===== config.mk =====
export PLATFORM = sky130hd
export DESIGN_NAME = class_score_argmax_debouncer_core
export DESIGN_NICKNAME = d
export VERILOG_FILES = /design/src/hw/rtl/csad_pkg.sv /design/src/hw/rtl/csad_cfg.sv /design/src/hw/rtl/csad_scan.sv /design/src/hw/rtl/csad_debounce.sv /design/src/hw/rtl/class_score_argmax_debouncer_core.sv
export SDC_FILE = /design/constraint.sdc
export NUM_CORES = 1
export LEC_CHECK = 0
export BUFFER_PORTS_ARGS = -buffer_cell sky130_fd_sc_hd__buf_2
export CAP_MARGIN = 25
export CORE_MARGIN = 3
export CORE_UTILIZATION = 35
export CTS_BUF_LIST = sky130_fd_sc_hd__clkbuf_2
export CTS_CLUSTER_DIAMETER = 100
export DETAILED_ROUTE_END_ITERATION = 8
export GPL_ROUTABILITY_DRIVEN = 0
export MAX_ROUTING_LAYER = met4
export PLACE_DENSITY = 0.53
export REMOVE_ABC_BUFFERS = 1
export SYNTH_ARGS = -nofsm -noshare
export SYNTH_HDL_FRONTEND = slang
export SYNTH_SLANG_ARGS = --single-unit

===== constraint.sdc =====
create_clock -name clk -period 12.9 [get_ports clk]
set_clock_uncertainty 0.15 [all_clocks]
set_input_delay 1.935 -clock clk [delete_from_list [all_inputs] [get_ports clk]]
set_output_delay 1.935 -clock clk [all_outputs]
set_load 0.05 [all_outputs]

===== src/hw/rtl/csad_pkg.sv =====
// Shared constants, types and register codes for the class score argmax debouncer.
// No dependencies; imported by every module of the block.
package csad_pkg;

  localparam int NUM_LABELS = 8;
  localparam int SCORE_BITS = 16;
  localparam int LABEL_BITS = $clog2(NUM_LABELS);
  localparam int COUNT_BITS = 4;
  localparam int CFG_IDX_BITS = 2;
  localparam int CFG_DATA_BITS = 16;

  localparam logic [COUNT_BITS-1:0] COUNT_MAX = 4'd15;
  localparam logic [LABEL_BITS-1:0] LAST_INDEX = LABEL_BITS'(NUM_LABELS - 1);
  localparam logic signed [SCORE_BITS-1:0] SCORE_MIN =
    {1'b1, {(SCORE_BITS-1){1'b0}}};

  localparam logic signed [SCORE_BITS-1:0] THRESHOLD_RESET = 16'sd29491;
  localparam logic [COUNT_BITS-1:0] CONFIRM_RESET = 4'd3;
  localparam logic [2:0] IGNORE_A_RESET = 3'd0;
  localparam logic [2:0] IGNORE_B_RESET = 3'd6;

  typedef enum logic [CFG_IDX_BITS-1:0] {
    REG_THRESHOLD = 2'd0,
    REG_CONFIRM   = 2'd1,
    REG_IGNORE_A  = 2'd2,
    REG_IGNORE_B  = 2'd3
  } cfg_reg_t;

  typedef struct packed {
    logic signed [SCORE_BITS-1:0] threshold;
    logic [COUNT_BITS-1:0]        confirm;
    logic [2:0]                   ignore_a;
    logic [2:0]                   ignore_b;
  } cfg_t;

  typedef struct packed {
    logic                         done;
    logic [LABEL_BITS-1:0]        label;
    logic signed [SCORE_BITS-1:0] best;
  } frame_res_t;

endpackage


===== src/hw/rtl/csad_cfg.sv =====
// Configuration register file: threshold, confirm count and ignored labels.
// Depends on csad_pkg.
module csad_cfg
  import csad_pkg::*;
(
  input  logic                     clk,
  input  logic                     rst_n,
  input  logic                     cfg_valid,
  output logic                     cfg_ready,
  input  logic [CFG_IDX_BITS-1:0]  cfg_index,
  input  logic [CFG_DATA_BITS-1:0] cfg_data,
  output cfg_t                     cfg
);

  cfg_t cfg_r;

  assign cfg_ready = 1'b1;
  assign cfg      = cfg_r;

  always_ff @(posedge clk) begin
    if (!rst_n) begin
      cfg_r.threshold <= THRESHOLD_RESET;
      cfg_r.confirm   <= CONFIRM_RESET;
      cfg_r.ignore_a  <= IGNORE_A_RESET;
      cfg_r.ignore_b  <= IGNORE_B_RESET;
    end else if (cfg_valid) begin
      case (cfg_index)
        REG_THRESHOLD: cfg_r.threshold <= cfg_data[SCORE_BITS-1:0];
        REG_CONFIRM:   cfg_r.confirm   <= cfg_data[COUNT_BITS-1:0];
        REG_IGNORE_A:  cfg_r.ignore_a  <= cfg_data[2:0];
        REG_IGNORE_B:  cfg_r.ignore_b  <= cfg_data[2:0];
        default: ;
      endcase
    end
  end

endmodule


===== src/hw/rtl/csad_scan.sv =====
// Frame scanner: running maximum and its index over the scores of one frame.
// Depends on csad_pkg.
module csad_scan
  import csad_pkg::*;
(
  input  logic                         clk,
  input  logic                         rst_n,
  input  logic                         take,
  input  logic signed [SCORE_BITS-1:0] score,
  input  logic                         frame_end,
  output frame_res_t                   res
);

  logic [LABEL_BITS-1:0]        idx_r, idx_nxt;
  logic                         full_r, full_nxt;
  logic signed [SCORE_BITS-1:0] max_r, max_nxt;
  logic [LABEL_BITS-1:0]        best_r, best_nxt;

  logic signed [SCORE_BITS-1:0] max_upd;
  logic [LABEL_BITS-1:0]        best_upd;

  always_comb begin
    max_upd  = max_r;
    best_upd = best_r;
    idx_nxt  = idx_r;
    full_nxt = full_r;
    // strict compare: first index wins a tie
    if (!full_r) begin
      if (score > max_r) begin
        max_upd  = score;
        best_upd = idx_r;
      end
      if (idx_r == LAST_INDEX) full_nxt = 1'b1;
      else                     idx_nxt  = idx_r + 1'b1;
    end
    max_nxt  = max_upd;
    best_nxt = best_upd;
    if (frame_end) begin
      idx_nxt  = '0;
      full_nxt = 1'b0;
      max_nxt  = SCORE_MIN;
      best_nxt = '0;
    end
    res.done  = take && frame_end;
    res.label = best_upd;
    res.best  = max_upd;
  end

  always_ff @(posedge clk) begin
    if (!rst_n) begin
      idx_r  <= '0;
      full_r <= 1'b0;
      max_r  <= SCORE_MIN;
      best_r <= '0;
    end else if (take) begin
      idx_r  <= idx_nxt;
      full_r <= full_nxt;
      max_r  <= max_nxt;
      best_r <= best_nxt;
    end
  end

endmodule


===== src/hw/rtl/csad_debounce.sv =====
// Label debouncer with the result register that drives the output channel.
// Depends on csad_pkg.
module csad_debounce
  import csad_pkg::*;
(
  input  logic                         clk,
  input  logic                         rst_n,
  input  frame_res_t                   res,
  input  cfg_t                         cfg,
  output logic                         out_valid,
  input  logic                         out_ready,
  output logic [LABEL_BITS-1:0]        out_label,
  output logic                         out_publish,
  output logic signed [SCORE_BITS-1:0] out_best_score
);

  logic [LABEL_BITS-1:0] prev_r, prev_nxt;
  logic                  prev_vld_r, prev_vld_nxt;
  logic [COUNT_BITS-1:0] cnt_r, cnt_nxt;
  logic [LABEL_BITS-1:0] acc_r, acc_nxt;
  logic                  acc_vld_r, acc_vld_nxt;
  logic                  emit;

  logic                         out_valid_r;
  logic [LABEL_BITS-1:0]        label_r;
  logic                         publish_r;
  logic signed [SCORE_BITS-1:0] best_r;

  always_comb begin
    prev_nxt     = prev_r;
    prev_vld_nxt = prev_vld_r;
    cnt_nxt      = cnt_r;
    acc_nxt      = acc_r;
    acc_vld_nxt  = acc_vld_r;
    emit         = 1'b0;
    if (res.done && !(res.best < cfg.threshold)) begin
      if (prev_vld_r && prev_r == res.label) begin
        if (cnt_r < COUNT_MAX) cnt_nxt = cnt_r + 1'b1;
      end else begin
        cnt_nxt      = COUNT_BITS'(1);
        prev_nxt     = res.label;
        prev_vld_nxt = 1'b1;
      end
      if (cnt_nxt >= cfg.confirm && !(acc_vld_r && acc_r == res.label)) begin
        emit        = 1'b1;
        acc_nxt     = res.label;
        acc_vld_nxt = 1'b1;
        cnt_nxt     = '0;
      end
    end
  end

  always_ff @(posedge clk) begin
    if (!rst_n) begin
      prev_r      <= '0;
      prev_vld_r  <= 1'b0;
      cnt_r       <= '0;
      acc_r       <= '0;
      acc_vld_r   <= 1'b0;
      out_valid_r <= 1'b0;
    end else begin
      prev_r     <= prev_nxt;
      prev_vld_r <= prev_vld_nxt;
      cnt_r      <= cnt_nxt;
      acc_r      <= acc_nxt;
      acc_vld_r  <= acc_vld_nxt;
      if (emit)           out_valid_r <= 1'b1;
      else if (out_ready) out_valid_r <= 1'b0;
    end
  end

  // payload: load on a new result only
  always_ff @(posedge clk) begin
    if (emit) begin
      label_r   <= res.label;
      publish_r <= (res.label != cfg.ignore_a) && (res.label != cfg.ignore_b);
      best_r    <= res.best;
    end
  end

  assign out_valid      = out_valid_r;
  assign out_label      = label_r;
  assign out_publish    = publish_r;
  assign out_best_score = best_r;

endmodule


===== src/hw/rtl/class_score_argmax_debouncer_core.sv =====
// Class score argmax debouncer, top level.
// A confirmed label is registered and appears on the output in the cycle after the frame_end word is taken.
// Throughput: one score word per cycle while in_ready is high, set by the single compare-and-count pass.
// The output register holds one result; a new word is taken while it is free or drained.
// Reset (rst_n low, synchronous): configuration registers to defaults, frame scan and debouncer cleared.
// Depends on csad_pkg, csad_cfg, csad_scan and csad_debounce.
module class_score_argmax_debouncer_core
  import csad_pkg::*;
(
  input  logic                         clk,
  input  logic                         rst_n,
  // score stream
  input  logic                         in_valid,
  output logic                         in_ready,
  input  logic signed [SCORE_BITS-1:0] in_score,
  input  logic                         in_frame_end,
  // confirmed labels
  output logic                         out_valid,
  input  logic                         out_ready,
  output logic [LABEL_BITS-1:0]        out_label,
  output logic                         out_publish,
  output logic signed [SCORE_BITS-1:0] out_best_score,
  // register writes
  input  logic                         cfg_valid,
  output logic                         cfg_ready,
  input  logic [CFG_IDX_BITS-1:0]      cfg_index,
  input  logic [CFG_DATA_BITS-1:0]     cfg_data
);

  cfg_t       cfg;
  frame_res_t res;
  logic       take;

  // Accept a word whenever the result register is empty or being drained this
  // cycle, so a frame end can always land its result without overwriting one.
  assign in_ready = !out_valid || out_ready;
  assign take     = in_valid && in_ready;

  // Hold the threshold, confirm count and the two ignored labels.
  csad_cfg u_cfg (
    .clk       (clk),
    .rst_n     (rst_n),
    .cfg_valid (cfg_valid),
    .cfg_ready (cfg_ready),
    .cfg_index (cfg_index),
    .cfg_data  (cfg_data),
    .cfg       (cfg)
  );

  // Track the best score of the running frame; report it on the frame end word.
  csad_scan u_scan (
    .clk       (clk),
    .rst_n     (rst_n),
    .take      (take),
    .score     (in_score),
    .frame_end (in_frame_end),
    .res       (res)
  );

  // Qualify against the threshold, count repeats and register a confirmed label.
  csad_debounce u_debounce (
    .clk            (clk),
    .rst_n          (rst_n),
    .res            (res),
    .cfg            (cfg),
    .out_valid      (out_valid),
    .out_ready      (out_ready),
    .out_label      (out_label),
    .out_publish    (out_publish),
    .out_best_score (out_best_score)
  );

endmodule

==> run_results.csv <==
group,metric,value,unit
global_route,grt_pass1_wl,17100,um
layout,seqCellArea,1840,um2
global_route,grt_util_all_layers,16.7,%
placed_design,port_buffers,61,
global_route,grt_pass1_vias,3578,
floorplan,coreArea,11700,um2
clock_tree,cts_resized,0,
detailed_routing,drt_first_pass_iters,4,
placed_design,dp.cells,660,
floorplan,start_util,36.6,%
min_path,worstHoldPathType,"flop to flop",
timing,setup_viol,0,
layout,layout_common_cells,"dfxtp_1, buf_2, nand2_1",
setup_path,worstPathArrival,7090,ps
min_path,hold_path_startpoint,"u_cfg.cfg[16]",
detailed_routing,first_iter_violations,183,
floorplan,dieArea,13600,um2
floorplan,die_w,117,um
timing,period_minus_slack,6950,ps
clock_tree,cts_root_buf,"clkbuf_2",
setup_path,critPathMaxFanout,32,
job,cap_violations,0,
layout,final_common_cell,"dfxtp_1",
setup_path,start_kind,"input port",
logic_synthesis,synth_ff_type,"dfxtp_1",
setup_path,critPathRequiredTime,13040,ps
global_route,grtUsageMet1,19.3,%
setup_path,critical_path_class,"input port to flop",
global_route,met3_usage,5.28,%
logic_synthesis,syn-mean-instance-area,9.09,um2
timing,worst_slew_pin_slew,853,ps
timing,period_share,53.9,%
clock_tree,htree_levels,3,
logic_synthesis,yosysTopAreaCellShare,28.9,%
clock_tree,clock_path_buffers,2,
logic_synthesis,ys_types,59,
global_route,antenna_found_initial,0,
logic_synthesis,yosysTopAreaCell,"dfxtp_1",
logic_synthesis,async_reset_ff_share,0,%
floorplan,row_count,39,
detailed_routing,wl_per_cell,15.1,um
detailed_routing,ant_nets,0,
logic_synthesis,yosysSeqAreaShare,42.9,%
clock_tree,clkLatencyLatePin,570,ps
run_status,run_status,"complete, no violations",
detailed_routing,vias,3495,
logic_synthesis,ys.warnings.count,0,
timing,maxSlewViolCount,0,
layout,multiInputGateArea,2200,um2
timing,rsz0062_at_grt,"no",
detailed_routing,routed_wirelength,10200,um
layout,layout.nets,607,
pwr,pwr_density_cell,106,nW/um2
layout,antennaDiodeCount,0,
placed_design,place_hpwl,7540,um
logic_synthesis,ys_top_cells_by_area,"dfxtp_1, edfxtp_1, ha_1",
clock_tree,cts_sinks,82,
clock_tree,cts_tree,"built",
logic_synthesis,synth_edf_count,20,
timing,relSlewSlack,43.0,%
pwr,ir_drop,45.0,uV
global_route,use_met2,27.4,%
layout,area_growth,13.0,%
global_route,grt-ovfl-total,0,
layout,layout-drive-gt1-share,17.2,%
global_route,grt_max_degree,46,
global_route,busiest_layer,"met2",
detailed_routing,drc,0,
clock_tree,cts_buffers,9,
logic_synthesis,synth-seq-cells,82,
timing,hold_viol_final,0,
clock_tree,post-cts-setup-buffers,0,
setup_path,timing.rr.start,"u_scan.max_r[15]",
layout,fin_cells,677,
floorplan,fp.dieH,117,um
logic_synthesis,netlist_area,4290,um2
timing,fmax,144,MHz
clock_tree,clk_pin_slew,220,ps
detailed_routing,drt-vias-per-instance,5.16,
pwr,p_leak,2.09,nW
setup_path,crit_start,"in_score[15]",
timing,tns,0,ps
floorplan,ios,63,
layout,fill_cells,1182,
logic_synthesis,syn-instance-count,472,
setup_path,end_kind,"flop",
clock_tree,cts_hold_buf,0,
[kinds of logic after synthesis]
kind of cell,after synthesis,synth area share (%)
AOI/OAI and AO/OA,118,18.2
adders and majority gates,38,11.1
other,1,0.0874
muxes,15,4.11
xor gates and xnor gates,12,2.45
and+or+nand+nor,143,15.4
DFF,82,42.9
buffers and inverters,63,5.80
[Yosys cell counts (all sizes together), types with 3 or more instances]
library cell	count
nor2	48
mux2i	14
nor3	3
dfxtp	62
edfxtp	20
clkbuf	15
ha	38
nand2	56
xor2	3
nand4	7
nand3	4
buf	4
or3	3
a21oi	26
o211ai	9
nand2b	5
a22oi	20
a41oi	3
xnor2	9
a21o	8
o21ai	27
a211oi	7
nand3b	4
inv	44
[worst paths after layout]
path	end	slack (ps)	cells past startpoint
worst min register to register	u_cfg.cfg[16]	320	2
worst max register to register	u_debounce.out_best_score[2]	6970	16
worst min-delay path	u_cfg.cfg[16]	320	2
worst max-delay path	u_debounce.out_best_score[2]	5950	16
[power by group]
part | total (W) | internal [W] | switching, W
combinational | 0.0000974 | 0.0000378 | 0.0000596
sequential | 0.000278 | 0.000273 | 0.00000447
clock | 0.000137 | 0.0000457 | 0.0000912
total | 0.000512 | 0.000357 | 0.000155
[per-stage QoR]
stage	hold slack, ps	power, W	util, %	area, um2	setup slack, ps
after floorplan	286	0.000349	-	4210	6300
after global placement	295	0.000379	40.3	4720	5350
after detailed placement	300	0.000381	40.3	4720	5160
after CTS	325	0.000522	41.3	4830	5800
after global routing	350	0.000547	41.4	4850	5600
final	321	0.000512	41.4	4850	5950
[critical path, cell delays in order]
cell and delay (ps):
buf_2 110, ha_1 330, nand4_2 180, a2111oi_1 620, or3_4 260, and3_4 410, o21ai_0 250, ha_1 360
nand2_1 60, or3_1 400, or3_1 430, a311oi_1 340, o311a_1 580, nand2_1 140, inv_1 420, buf_8 230
[layer usage]
| layer | part of all wire [%] | wire (um) |
|---|---|---|
| met4 | 1.8 | 182 |
| met1 | 44 | 4510 |
| met3 | 6.2 | 630 |
| met2 | 48 | 4890 |
| met5 | 0 | 0 |
[cell type report]
type | count | area share, %
flip-flops and latches | 82 | 38.0
multi-input cells | 327 | 45.5
inverters | 44 | 3.41
clock inverters | 6 | 1.37
well taps | 143 | 3.69
clock buffers | 10 | 1.03
repair buffers | 65 | 7.07
[sequential cells by signal, summed over array words and instances, names as in the netlist, 3 cells and up]
register	count
u_scan.best_r	3
u_debounce.cnt_r	4
u_cfg.cfg	26
u_debounce.out_best_score	16
u_scan.idx_r	3
u_debounce.prev_r	3
u_scan.max_r	16
u_debounce.acc_r	3
u_debounce.out_label	3
No activity file was read; power rests on OpenSTA's default activity.
